**config.mk**
```make
export PLATFORM = sky130hd
export DESIGN_NAME = throttle_deadband_autocal
export DESIGN_NICKNAME = d
export VERILOG_FILES = /design/src/rtl/core/tdac_pkg.sv /design/src/rtl/core/tdac_div.sv /design/src/rtl/core/tdac_datapath.sv /design/src/rtl/core/tdac_ctrl.sv /design/src/rtl/core/throttle_deadband_autocal.sv
export SDC_FILE = /design/constraint.sdc
export NUM_CORES = 1
export LEC_CHECK = 0
export ABC_AREA = 1
export BUFFER_PORTS_ARGS = -buffer_cell sky130_fd_sc_hd__buf_4
export CELL_PAD_IN_SITES_DETAIL_PLACEMENT = 1
export CELL_PAD_IN_SITES_GLOBAL_PLACEMENT = 2
export CORE_MARGIN = 2
export CORE_UTILIZATION = 34
export DETAILED_ROUTE_END_ITERATION = 8
export GPL_TIMING_DRIVEN = 1
export PLACE_DENSITY_LB_ADDON = 0.1
export SYNTH_ARGS = -nofsm -noshare
export SYNTH_HDL_FRONTEND = slang
export SYNTH_HIERARCHICAL = 1
export SYNTH_SLANG_ARGS = --single-unit
```
**constraint.sdc**
```tcl
create_clock -name clk -period 4.8 [get_ports clk]
set_input_delay 0 -clock clk [delete_from_list [all_inputs] [get_ports clk]]
set_output_delay 0 -clock clk [all_outputs]
set_load 0.1 [all_outputs]
```
**src/rtl/core/tdac_pkg.sv**
```systemverilog
`timescale 1ns / 1ps
// ----------------------------------------------------------------------------
// tdac_pkg
// Shared types, widths and constants of the throttle deadband block.
// ----------------------------------------------------------------------------
package tdac_pkg;

  localparam int SAMPLE_WIDTH = 12;
  localparam int BUTTON_COUNT = 5;
  localparam int FRAC_BITS    = 8;

  localparam int FULL_Q       = 100 << FRAC_BITS;
  localparam int FULL_Q_W     = $clog2(FULL_Q + 1);
  localparam int THR_W        = 16;
  localparam int NUM_W        = SAMPLE_WIDTH + FULL_Q_W;
  localparam int DIV_CNT_W    = $clog2(NUM_W + 1);

  localparam int ACT_W        = 15;
  localparam int IDLE_W       = 26;
  localparam int CFG_IDX_W    = 3;
  localparam int CFG_DATA_W   = 26;

  localparam logic [SAMPLE_WIDTH-1:0] SAMPLE_MAX = {SAMPLE_WIDTH{1'b1}};
  localparam logic [SAMPLE_WIDTH-1:0] SAMPLE_MID = SAMPLE_WIDTH'(1 << (SAMPLE_WIDTH - 1));
  localparam logic [IDLE_W-1:0]       IDLE_MAX   = {IDLE_W{1'b1}};

  localparam logic [SAMPLE_WIDTH-1:0] RST_DB_HIGH  = SAMPLE_WIDTH'(2148);
  localparam logic [SAMPLE_WIDTH-1:0] RST_DB_LOW   = SAMPLE_WIDTH'(1948);
  localparam logic [SAMPLE_WIDTH-1:0] RST_CAL_GATE = SAMPLE_WIDTH'(50);
  localparam logic [ACT_W-1:0]        RST_ACT_THR  = ACT_W'(512);
  localparam logic [IDLE_W-1:0]       RST_TIMEOUT  = IDLE_W'(300000);

  typedef enum logic [CFG_IDX_W-1:0] {
    CFG_DB_HIGH  = 3'd0,
    CFG_DB_LOW   = 3'd1,
    CFG_CAL_GATE = 3'd2,
    CFG_ACT_THR  = 3'd3,
    CFG_TIMEOUT  = 3'd4
  } cfg_idx_t;

  typedef enum logic {
    KIND_SAMPLE = 1'b0,
    KIND_TICK   = 1'b1
  } kind_t;

  typedef enum logic [2:0] {
    ST_IDLE,
    ST_CAL,
    ST_MUL,
    ST_START,
    ST_DIV,
    ST_FIN
  } state_t;

  typedef struct packed {
    logic                    kind;
    logic [SAMPLE_WIDTH-1:0] pot_value;
    logic [BUTTON_COUNT-1:0] buttons;
  } in_item_t;

  typedef struct packed {
    logic signed [THR_W-1:0] throttle_q8;
    logic [BUTTON_COUNT-1:0] btn_latched;
    logic                    cal_updated;
    logic                    sleep_request;
  } out_item_t;

  typedef struct packed {
    logic load_item;
    logic do_cal;
    logic do_mul;
    logic div_start;
    logic do_fin;
  } dp_cmd_t;

  typedef struct packed {
    logic is_tick;
    logic div_done;
  } dp_sts_t;

endpackage

```
**src/rtl/core/tdac_div.sv**
```systemverilog
`timescale 1ns / 1ps
// ----------------------------------------------------------------------------
// tdac_div
// Restoring divider that produces one quotient bit per cycle.
// ----------------------------------------------------------------------------
module tdac_div (
  input  logic                                clk,
  input  logic                                rst_n,
  input  logic                                start,
  input  logic [tdac_pkg::NUM_W-1:0]          dividend,
  input  logic [tdac_pkg::SAMPLE_WIDTH-1:0]   divisor,
  output logic                                done,
  output logic [tdac_pkg::NUM_W-1:0]          quotient
);

  logic [tdac_pkg::NUM_W-1:0]        quo_r, quo_nxt;
  logic [tdac_pkg::SAMPLE_WIDTH-1:0] rem_r, rem_nxt;
  logic [tdac_pkg::SAMPLE_WIDTH-1:0] den_r, den_nxt;
  logic [tdac_pkg::DIV_CNT_W-1:0]    cnt_r, cnt_nxt;
  logic                              busy_r, busy_nxt;
  logic                              done_r, done_nxt;
  logic [tdac_pkg::SAMPLE_WIDTH:0]   trial;

  always_comb begin
    quo_nxt  = quo_r;
    rem_nxt  = rem_r;
    den_nxt  = den_r;
    cnt_nxt  = cnt_r;
    busy_nxt = busy_r;
    done_nxt = 1'b0;
    trial    = {rem_r, quo_r[tdac_pkg::NUM_W-1]};
    if (start) begin
      quo_nxt  = dividend;
      rem_nxt  = '0;
      den_nxt  = divisor;
      cnt_nxt  = '0;
      busy_nxt = 1'b1;
    end else if (busy_r) begin
      if (trial >= {1'b0, den_r}) begin
        rem_nxt = tdac_pkg::SAMPLE_WIDTH'(trial - {1'b0, den_r});
        quo_nxt = {quo_r[tdac_pkg::NUM_W-2:0], 1'b1};
      end else begin
        rem_nxt = trial[tdac_pkg::SAMPLE_WIDTH-1:0];
        quo_nxt = {quo_r[tdac_pkg::NUM_W-2:0], 1'b0};
      end
      cnt_nxt = cnt_r + 1'b1;
      if (cnt_r == tdac_pkg::DIV_CNT_W'(tdac_pkg::NUM_W - 1)) begin
        busy_nxt = 1'b0;
        done_nxt = 1'b1;
      end
    end
  end

  always_ff @(posedge clk) begin
    if (!rst_n) begin
      busy_r <= 1'b0;
      done_r <= 1'b0;
      cnt_r  <= '0;
    end else begin
      busy_r <= busy_nxt;
      done_r <= done_nxt;
      cnt_r  <= cnt_nxt;
    end
  end

  always_ff @(posedge clk) begin
    quo_r <= quo_nxt;
    rem_r <= rem_nxt;
    den_r <= den_nxt;
  end

  assign done     = done_r;
  assign quotient = quo_r;

endmodule

```
**src/rtl/core/tdac_datapath.sv**
```systemverilog
`timescale 1ns / 1ps
// ----------------------------------------------------------------------------
// tdac_datapath
// Configuration, calibration, deadband mapping and idle tracking datapath.
// ----------------------------------------------------------------------------
module tdac_datapath (
  input  logic                              clk,
  input  logic                              rst_n,
  input  tdac_pkg::dp_cmd_t                 cmd,
  output tdac_pkg::dp_sts_t                 sts,
  input  tdac_pkg::in_item_t                in_item,
  input  logic                              cfg_we,
  input  logic [tdac_pkg::CFG_IDX_W-1:0]    cfg_idx,
  input  logic [tdac_pkg::CFG_DATA_W-1:0]   cfg_wdata,
  output tdac_pkg::out_item_t               out_item
);

  localparam int SW = tdac_pkg::SAMPLE_WIDTH;
  localparam int BW = tdac_pkg::BUTTON_COUNT;
  localparam int QW = tdac_pkg::FULL_Q_W;
  localparam int TW = tdac_pkg::THR_W;
  localparam int NW = tdac_pkg::NUM_W;
  localparam int IW = tdac_pkg::IDLE_W;

  // Configuration registers.
  logic [SW-1:0]            db_high_r, db_high_nxt;
  logic [SW-1:0]            db_low_r, db_low_nxt;
  logic [SW-1:0]            cal_gate_r, cal_gate_nxt;
  logic [tdac_pkg::ACT_W-1:0] act_thr_r, act_thr_nxt;
  logic [IW-1:0]            timeout_r, timeout_nxt;

  // Architectural state.
  logic [SW-1:0]            cal_min_r, cal_min_nxt;
  logic [SW-1:0]            cal_max_r, cal_max_nxt;
  logic [BW-1:0]            held_r, held_nxt;
  logic [IW-1:0]            idle_r, idle_nxt;
  logic signed [TW-1:0]     last_thr_r, last_thr_nxt;
  logic                     sleep_r, sleep_nxt;

  // Per-transaction working registers.
  tdac_pkg::in_item_t       item_r, item_nxt;
  logic                     cal_flag_r, cal_flag_nxt;
  logic                     neg_r, neg_nxt;
  logic [SW-1:0]            diff_r, diff_nxt;
  logic [SW-1:0]            den_r, den_nxt;
  logic [NW-1:0]            prod_r, prod_nxt;
  tdac_pkg::out_item_t      out_r, out_nxt;

  logic                     gate_ok;
  logic                     min_upd;
  logic                     max_upd;
  logic [SW-1:0]            new_min;
  logic [SW-1:0]            new_max;
  logic [SW:0]              hi_p1;
  logic [SW:0]              pmax;
  logic [SW-1:0]            lo_m1;
  logic [SW-1:0]            pmin;
  logic                     is_pos;
  logic                     is_neg;

  logic                     div_done;
  logic [NW-1:0]            quotient;
  logic [QW-1:0]            q_sat;
  logic signed [TW-1:0]     thr_val;
  logic                     active;
  logic [IW-1:0]            idle_new;

  tdac_div u_div (
    .clk      (clk),
    .rst_n    (rst_n),
    .start    (cmd.div_start),
    .dividend (prod_r),
    .divisor  (den_r),
    .done     (div_done),
    .quotient (quotient)
  );

  always_comb begin
    gate_ok = (item_r.kind == tdac_pkg::KIND_SAMPLE) &&
              (item_r.pot_value > cal_gate_r) &&
              (item_r.pot_value != tdac_pkg::SAMPLE_MAX);
    min_upd = gate_ok && (item_r.pot_value < cal_min_r);
    max_upd = gate_ok && (item_r.pot_value > cal_max_r);
    new_min = min_upd ? item_r.pot_value : cal_min_r;
    new_max = max_upd ? item_r.pot_value : cal_max_r;
    hi_p1   = {1'b0, db_high_r} + 1'b1;
    pmax    = ({1'b0, new_max} < hi_p1) ? hi_p1 : {1'b0, new_max};
    lo_m1   = db_low_r - 1'b1;
    pmin    = (new_min > lo_m1) ? lo_m1 : new_min;
    is_pos  = item_r.pot_value > db_high_r;
    is_neg  = !is_pos && (item_r.pot_value < db_low_r);
  end

  always_comb begin
    q_sat    = (quotient > NW'(tdac_pkg::FULL_Q)) ? QW'(tdac_pkg::FULL_Q) : quotient[QW-1:0];
    thr_val  = neg_r ? -$signed(TW'(q_sat)) : $signed(TW'(q_sat));
    active   = (item_r.buttons != held_r) || (TW'(q_sat) > TW'(act_thr_r));
    if (item_r.kind == tdac_pkg::KIND_TICK) begin
      idle_new = (idle_r != tdac_pkg::IDLE_MAX) ? idle_r + 1'b1 : idle_r;
    end else begin
      idle_new = active ? '0 : idle_r;
    end
  end

  always_comb begin
    db_high_nxt  = db_high_r;
    db_low_nxt   = db_low_r;
    cal_gate_nxt = cal_gate_r;
    act_thr_nxt  = act_thr_r;
    timeout_nxt  = timeout_r;
    if (cfg_we) begin
      unique case (cfg_idx)
        tdac_pkg::CFG_DB_HIGH:  db_high_nxt  = cfg_wdata[SW-1:0];
        tdac_pkg::CFG_DB_LOW:   db_low_nxt   = cfg_wdata[SW-1:0];
        tdac_pkg::CFG_CAL_GATE: cal_gate_nxt = cfg_wdata[SW-1:0];
        tdac_pkg::CFG_ACT_THR:  act_thr_nxt  = cfg_wdata[tdac_pkg::ACT_W-1:0];
        tdac_pkg::CFG_TIMEOUT:  timeout_nxt  = cfg_wdata[IW-1:0];
        default: begin
        end
      endcase
    end
  end

  always_comb begin
    item_nxt     = item_r;
    cal_min_nxt  = cal_min_r;
    cal_max_nxt  = cal_max_r;
    cal_flag_nxt = cal_flag_r;
    neg_nxt      = neg_r;
    diff_nxt     = diff_r;
    den_nxt      = den_r;
    prod_nxt     = prod_r;
    held_nxt     = held_r;
    idle_nxt     = idle_r;
    last_thr_nxt = last_thr_r;
    sleep_nxt    = sleep_r;
    out_nxt      = out_r;
    if (cmd.load_item) begin
      item_nxt = in_item;
    end
    if (cmd.do_cal) begin
      cal_min_nxt  = new_min;
      cal_max_nxt  = new_max;
      cal_flag_nxt = min_upd || max_upd;
      neg_nxt      = is_neg;
      if (is_pos) begin
        diff_nxt = item_r.pot_value - db_high_r;
        den_nxt  = SW'(pmax - {1'b0, db_high_r});
      end else if (is_neg) begin
        diff_nxt = db_low_r - item_r.pot_value;
        den_nxt  = db_low_r - pmin;
      end else begin
        diff_nxt = '0;
        den_nxt  = SW'(1);
      end
    end
    if (cmd.do_mul) begin
      prod_nxt = NW'(diff_r) * NW'(tdac_pkg::FULL_Q);
    end
    if (cmd.do_fin) begin
      idle_nxt  = idle_new;
      sleep_nxt = sleep_r || (idle_new > timeout_r);
      if (item_r.kind == tdac_pkg::KIND_TICK) begin
        out_nxt.throttle_q8  = last_thr_r;
        out_nxt.btn_latched  = held_r;
        out_nxt.cal_updated  = 1'b0;
      end else begin
        last_thr_nxt         = thr_val;
        held_nxt             = item_r.buttons;
        out_nxt.throttle_q8  = thr_val;
        out_nxt.btn_latched  = item_r.buttons;
        out_nxt.cal_updated  = cal_flag_r;
      end
      out_nxt.sleep_request = sleep_nxt;
    end
  end

  always_ff @(posedge clk) begin
    if (!rst_n) begin
      db_high_r  <= tdac_pkg::RST_DB_HIGH;
      db_low_r   <= tdac_pkg::RST_DB_LOW;
      cal_gate_r <= tdac_pkg::RST_CAL_GATE;
      act_thr_r  <= tdac_pkg::RST_ACT_THR;
      timeout_r  <= tdac_pkg::RST_TIMEOUT;
      cal_min_r  <= tdac_pkg::SAMPLE_MID;
      cal_max_r  <= tdac_pkg::SAMPLE_MID;
      held_r     <= '0;
      idle_r     <= '0;
      last_thr_r <= '0;
      sleep_r    <= 1'b0;
    end else begin
      db_high_r  <= db_high_nxt;
      db_low_r   <= db_low_nxt;
      cal_gate_r <= cal_gate_nxt;
      act_thr_r  <= act_thr_nxt;
      timeout_r  <= timeout_nxt;
      cal_min_r  <= cal_min_nxt;
      cal_max_r  <= cal_max_nxt;
      held_r     <= held_nxt;
      idle_r     <= idle_nxt;
      last_thr_r <= last_thr_nxt;
      sleep_r    <= sleep_nxt;
    end
  end

  always_ff @(posedge clk) begin
    item_r     <= item_nxt;
    cal_flag_r <= cal_flag_nxt;
    neg_r      <= neg_nxt;
    diff_r     <= diff_nxt;
    den_r      <= den_nxt;
    prod_r     <= prod_nxt;
    out_r      <= out_nxt;
  end

  assign sts.is_tick  = (item_r.kind == tdac_pkg::KIND_TICK);
  assign sts.div_done = div_done;
  assign out_item     = out_r;

endmodule

```
**src/rtl/core/tdac_ctrl.sv**
```systemverilog
`timescale 1ns / 1ps
// ----------------------------------------------------------------------------
// tdac_ctrl
// Sequencer for one transaction and owner of the result valid flag.
// ----------------------------------------------------------------------------
module tdac_ctrl (
  input  logic              clk,
  input  logic              rst_n,
  input  logic              in_valid,
  output logic              in_stall,
  output logic              out_valid,
  input  logic              out_stall,
  output logic              cfg_ready,
  output tdac_pkg::dp_cmd_t cmd,
  input  tdac_pkg::dp_sts_t sts
);

  tdac_pkg::state_t state_r, state_nxt;
  logic             out_valid_r, out_valid_nxt;

  always_ff @(posedge clk) begin
    if (!rst_n) begin
      state_r     <= tdac_pkg::ST_IDLE;
      out_valid_r <= 1'b0;
    end else begin
      state_r     <= state_nxt;
      out_valid_r <= out_valid_nxt;
    end
  end

  always_comb begin
    state_nxt     = state_r;
    out_valid_nxt = out_valid_r && out_stall;
    cmd           = '0;
    unique case (state_r)
      tdac_pkg::ST_IDLE: begin
        if (in_valid) begin
          cmd.load_item = 1'b1;
          state_nxt     = tdac_pkg::ST_CAL;
        end
      end
      tdac_pkg::ST_CAL: begin
        cmd.do_cal = 1'b1;
        state_nxt  = sts.is_tick ? tdac_pkg::ST_FIN : tdac_pkg::ST_MUL;
      end
      tdac_pkg::ST_MUL: begin
        cmd.do_mul = 1'b1;
        state_nxt  = tdac_pkg::ST_START;
      end
      tdac_pkg::ST_START: begin
        cmd.div_start = 1'b1;
        state_nxt     = tdac_pkg::ST_DIV;
      end
      tdac_pkg::ST_DIV: begin
        if (sts.div_done) begin
          state_nxt = tdac_pkg::ST_FIN;
        end
      end
      tdac_pkg::ST_FIN: begin
        if (!out_valid_r || !out_stall) begin
          cmd.do_fin    = 1'b1;
          out_valid_nxt = 1'b1;
          state_nxt     = tdac_pkg::ST_IDLE;
        end
      end
      default: begin
        state_nxt = tdac_pkg::ST_IDLE;
      end
    endcase
  end

  assign in_stall  = (state_r != tdac_pkg::ST_IDLE);
  assign out_valid = out_valid_r;
  assign cfg_ready = (state_r == tdac_pkg::ST_IDLE);

`ifndef SYNTHESIS
  a_valid_from_fin: assert property (@(posedge clk) disable iff (!rst_n)
    $rose(out_valid_r) |-> $past(state_r == tdac_pkg::ST_FIN))
    else $error("Result valid rose without a finish step.");

  a_accept_to_cal: assert property (@(posedge clk) disable iff (!rst_n)
    (in_valid && !in_stall) |=> (state_r == tdac_pkg::ST_CAL))
    else $error("Accepted transaction did not enter calibration.");

  a_done_in_div: assert property (@(posedge clk) disable iff (!rst_n)
    sts.div_done |-> (state_r == tdac_pkg::ST_DIV))
    else $error("Divider finished outside the divide state.");

  a_fin_no_overwrite: assert property (@(posedge clk) disable iff (!rst_n)
    cmd.do_fin |-> (!out_valid_r || !out_stall))
    else $error("Finish step overwrote a stalled result.");
`endif

endmodule

```
**src/rtl/core/throttle_deadband_autocal.sv**
```systemverilog
`timescale 1ns / 1ps
// ----------------------------------------------------------------------------
// throttle_deadband_autocal
// Deadband throttle mapping with auto-calibration and idle sleep detection.
// ----------------------------------------------------------------------------
// Input transactions carry either a potentiometer sample with button bits or
// a one millisecond tick. Every input transaction yields exactly one result
// transaction with the throttle, latched buttons, calibration flag and sleep
// request. Both channels use valid and stall; a transaction moves when valid
// is high and stall is low. Configuration registers are written over the cfg
// channel by index while the block is idle.
// A sample passes from acceptance to a valid result through calibration,
// one multiply, and a restoring divider that yields one of 27 quotient bits
// per cycle. A tick skips the multiply and the divider. One transaction is
// in flight at a time; a new one is accepted once the last has finished.
// The result sits in an output register, so a new transaction is accepted
// while the previous result is stalled; a finished result then waits until
// the register is free. Synchronous reset restores the register defaults,
// centers the calibration extremes and clears the idle count and sleep flag.
// ----------------------------------------------------------------------------
module throttle_deadband_autocal (
  input  logic                               clk,
  input  logic                               rst_n,
  input  logic                               in_valid,
  output logic                               in_stall,
  input  tdac_pkg::in_item_t                 in_data,
  output logic                               out_valid,
  input  logic                               out_stall,
  output tdac_pkg::out_item_t                out_data,
  input  logic                               cfg_valid,
  output logic                               cfg_ready,
  input  logic [tdac_pkg::CFG_IDX_W-1:0]     cfg_index,
  input  logic [tdac_pkg::CFG_DATA_W-1:0]    cfg_data
);

  tdac_pkg::dp_cmd_t cmd;
  tdac_pkg::dp_sts_t sts;

  tdac_ctrl u_ctrl (
    .clk       (clk),
    .rst_n     (rst_n),
    .in_valid  (in_valid),
    .in_stall  (in_stall),
    .out_valid (out_valid),
    .out_stall (out_stall),
    .cfg_ready (cfg_ready),
    .cmd       (cmd),
    .sts       (sts)
  );

  tdac_datapath u_dp (
    .clk       (clk),
    .rst_n     (rst_n),
    .cmd       (cmd),
    .sts       (sts),
    .in_item   (in_data),
    .cfg_we    (cfg_valid && cfg_ready),
    .cfg_idx   (cfg_index),
    .cfg_wdata (cfg_data),
    .out_item  (out_data)
  );

endmodule

```
==> results.sh <==
export IMPL_cp_slowest_cell="edfxtp_1"
export IMPL_final_common_cell="nand2_1"
export IMPL_synth_seq_cells=295
export IMPL_power_switching_w=0.00795
export IMPL_yosys_warnings=6
export IMPL_fp_dieArea_um2=60600
export IMPL_worstSetupPathType="reg2reg"
export IMPL_core_area_um2=57800
export IMPL_p_clk_frac=0.175
export IMPL_cts_made_buffers=40
export IMPL_nNetsFinal=3329
export IMPL_drt_iter0_drc=716
export IMPL_cts_root_buf="clkbuf_16"
export IMPL_gp_congestion=0.909
export IMPL_hpwlAfterDp_mm=53.8
export IMPL_violations="setup timing"
export IMPL_grt_pass1_vias=19918
export IMPL_wl_mm=72.0
export IMPL_grt_setup_unrepaired="yes"
export IMPL_rows=88
export IMPL_placed_area_um2=23200
export IMPL_clock_sinks=295
export IMPL_cp_end_kind="flop"
export IMPL_layout_cell_area_non_filler_um2=26800
export IMPL_grt_max_degree=88
export IMPL_vdd_ir_drop_max_mv=0.430
export IMPL_holdPathStages=4
export IMPL_overflow=0
export IMPL_antenna_found_initial=2
export IMPL_drcViolationCount=0
export IMPL_post_drt_wl_per_cell_um=18.7
export IMPL_r2r_end="u_dp/den_r[10]"
export IMPL_arrival_ps=5540
export IMPL_chipWidth_um=246
export IMPL_critical_path_most_common_cell="nor2_1"
export IMPL_drive_gt1_frac=0.236
export IMPL_htree_levels=2
export IMPL_grt_usage=0.232
export IMPL_power_internal_w=0.0104
export IMPL_die_h_um=246
export IMPL_worst_path_buf_inv=6
export IMPL_hold_viol=0
export IMPL_layout_setup_ws_ps=-441
export IMPL_path_depth=35
export IMPL_power_density_nw_per_um2=683
export IMPL_clk_path_buf_depth=3
export IMPL_slew_viol_final=0
export IMPL_cts_tree="yes"
export IMPL_relSlewSlack=0.179
export IMPL_period_share=1.09
export IMPL_fin_crit_ps=5240
export IMPL_ys_async_sr_fraction=0
export IMPL_io_buffers=77
export IMPL_reg2reg_slack_ps=-440
export IMPL_first_pass_iters=5
export IMPL_status="finished with violations"
export IMPL_worstMarginPinSlew_ps=1230
export IMPL_grt_pass1_wl_mm=110
export IMPL_synthCells=2635
export IMPL_synth_edf_count=123
export IMPL_drtAntennaViolNets=0
export IMPL_syn_area_per_cell_um2=7.57
export IMPL_rr_startpoint="u_dp/item_r[16]"
export IMPL_layout_common_cells="nand2_1, inv_1, buf_4"
export IMPL_switching_share=0.434
export IMPL_startpoint="u_dp/item_r[16]"
export IMPL_endpoint="u_dp/den_r[10]"
export IMPL_yosys_cell_types_count=64
export IMPL_synth_area_um2=19900
export IMPL_hp_class="in2reg"
export IMPL_skew_ps=25.5
export IMPL_clk_pin_slew_ps=60
export IMPL_cp_max_fo=7
export IMPL_start_kind="flop"
export IMPL_required_ps=5100
export IMPL_viasPerCell=4.97
export IMPL_slowest_delay_ps=400
export IMPL_combPwrFrac=0.619
export IMPL_total_power_w=0.0183
export IMPL_initial_core_util=0.345
export IMPL_crit_family="compound AO/OA/AOI/OAI gates"
export IMPL_synthFlopType="dfxtp_1"
export IMPL_pwr_share_seq=0.206
export IMPL_ys_seq_area_frac=0.358
export IMPL_setup_viol=7
export IMPL_ios=78
export IMPL_maxCapViolCount=0
export IMPL_p_leak_nw=12.5
export IMPL_vias=19175
export IMPL_clock_latency_ps=560
export IMPL_area_growth_pct=34.5
export IMPL_r2r_cells=35
export IMPL_fmax_mhz=191
==> tightest hold or removal path: stages <==
cell     delay, ps
buf_4           90
nand3_1         60
buf_4          230
a21oi_1        160
==> kinds of logic after synthesis <==
family / Yosys count / synth area share
other: 1 / 0.000188
buffers and inverters: 515 / 0.101
DFF: 295 / 0.358
adders and majority gates: 215 / 0.139
and+or+nand+nor: 983 / 0.215
AOI/OAI and AO/OA: 533 / 0.146
xor gates and xnor gates: 93 / 0.0408
==> metal layers <==
metal | part of all wire | wire length [um] | global-route usage
met1 | 0.48 | 34600 | 0.316
met2 | 0.47 | 33600 | 0.385
met3 | 0.027 | 1920 | 0.0289
met4 | 0.026 | 1900 | 0.0683
met5 | 0 | 0 | 0
==> state kept, by name, indices dropped and copies added, names as in the netlist, 15 cells and up <==
signal and count:
u_dp/u_div/quotient 27, u_dp/idle_r 26, u_dp/timeout_r 26, u_dp/out_item 23, u_dp/item_r 17, u_dp/prod_r 17
u_dp/last_thr_r 16, u_dp/act_thr_r 15
==> timing repair <==
item | in CTS | in global routing
pin swaps | 62 | 95
setup buffers | 37 | 30
hold buffers | 58 | 0
hold endpoints to repair | 98 | 0
setup endpoints to repair | 10 | 11
gates resized for setup | 124 | 142
cloned | 2 | 2
==> power by group through the flow <==
stage               registers [W]  logic, W  clock network (W)
global placement          0.00380   0.00917                  0
global route              0.00384    0.0125            0.00340
detailed placement        0.00382   0.00943                  0
finish                    0.00378    0.0113            0.00321
CTS                       0.00377    0.0106            0.00330
floorplan                 0.00394   0.00568                  0
==> metrics by stage <==
step | util | setup WS [ps] | TNS (ps) | std cells | hold slack (ps)
finish | 0.464 | -441 | -1810 | 3862 | 35.0
CTS | 0.451 | -308 | -1070 | 3837 | 4.72
global placement | 0.402 | -600 | -2680 | 3667 | 179
detailed placement | 0.402 | -805 | -3980 | 3667 | 180
floorplan | - | 0.00755 | 0 | 2644 | 98.9
global route | 0.464 | -685 | -4280 | 3861 | 65.0
==> synth_stat cells, drive strengths merged, types with 5 or more instances <==
| cell type | count | share of area |
|---|---|---|
| nand2 | 575 | 0.11 |
| inv | 430 | 0.081 |
| o21ai | 241 | 0.063 |
| a21oi | 218 | 0.055 |
| ha | 203 | 0.13 |
| dfxtp | 172 | 0.17 |
| nor2 | 163 | 0.033 |
| nand3 | 147 | 0.040 |
| edfxtp | 123 | 0.19 |
| xor2 | 73 | 0.032 |
| clkbuf | 60 | 0.011 |
| nand4 | 40 | 0.013 |
| nor3 | 32 | 0.0093 |
| o211ai | 23 | 0.0089 |
| buf | 22 | 0.0075 |
| xnor2 | 20 | 0.0088 |
| fa | 12 | 0.012 |
| nor4 | 11 | 0.0041 |
| o21bai | 9 | 0.0034 |
| a31oi | 8 | 0.0025 |
| o22ai | 8 | 0.0025 |
| a211oi | 7 | 0.0026 |
| a21o | 5 | 0.0019 |
| nand3b | 5 | 0.0019 |
| or2 | 5 | 0.0016 |
==> layout make-up <==
class | instances | area (um^2)
antenna | 3 | 7.51
clock buffer | 53 | 1140
clock inverter | 21 | 275
fill | 7010 | 31000
inverter | 433 | 1640
multi-input combinational | 1834 | 12000
sequential | 295 | 7140
tap | 765 | 957
timing repair buffer | 457 | 3710
timing repair inverter | 1 | 6.26
==> worst min path at each step <==
stage	start	slack [ps]	end
global route	cfg_index[2]	70	u_dp/timeout_r[4]
finish	cfg_index[2]	40	u_dp/timeout_r[3]
floorplan	in_data[0]	100	u_dp/item_r[0]
global placement	in_data[4]	180	u_dp/item_r[4]
CTS	cfg_index[2]	5	u_dp/timeout_r[4]
detailed placement	in_data[2]	180	u_dp/item_r[2]
No activity file was read; power rests on OpenSTA's default activity.
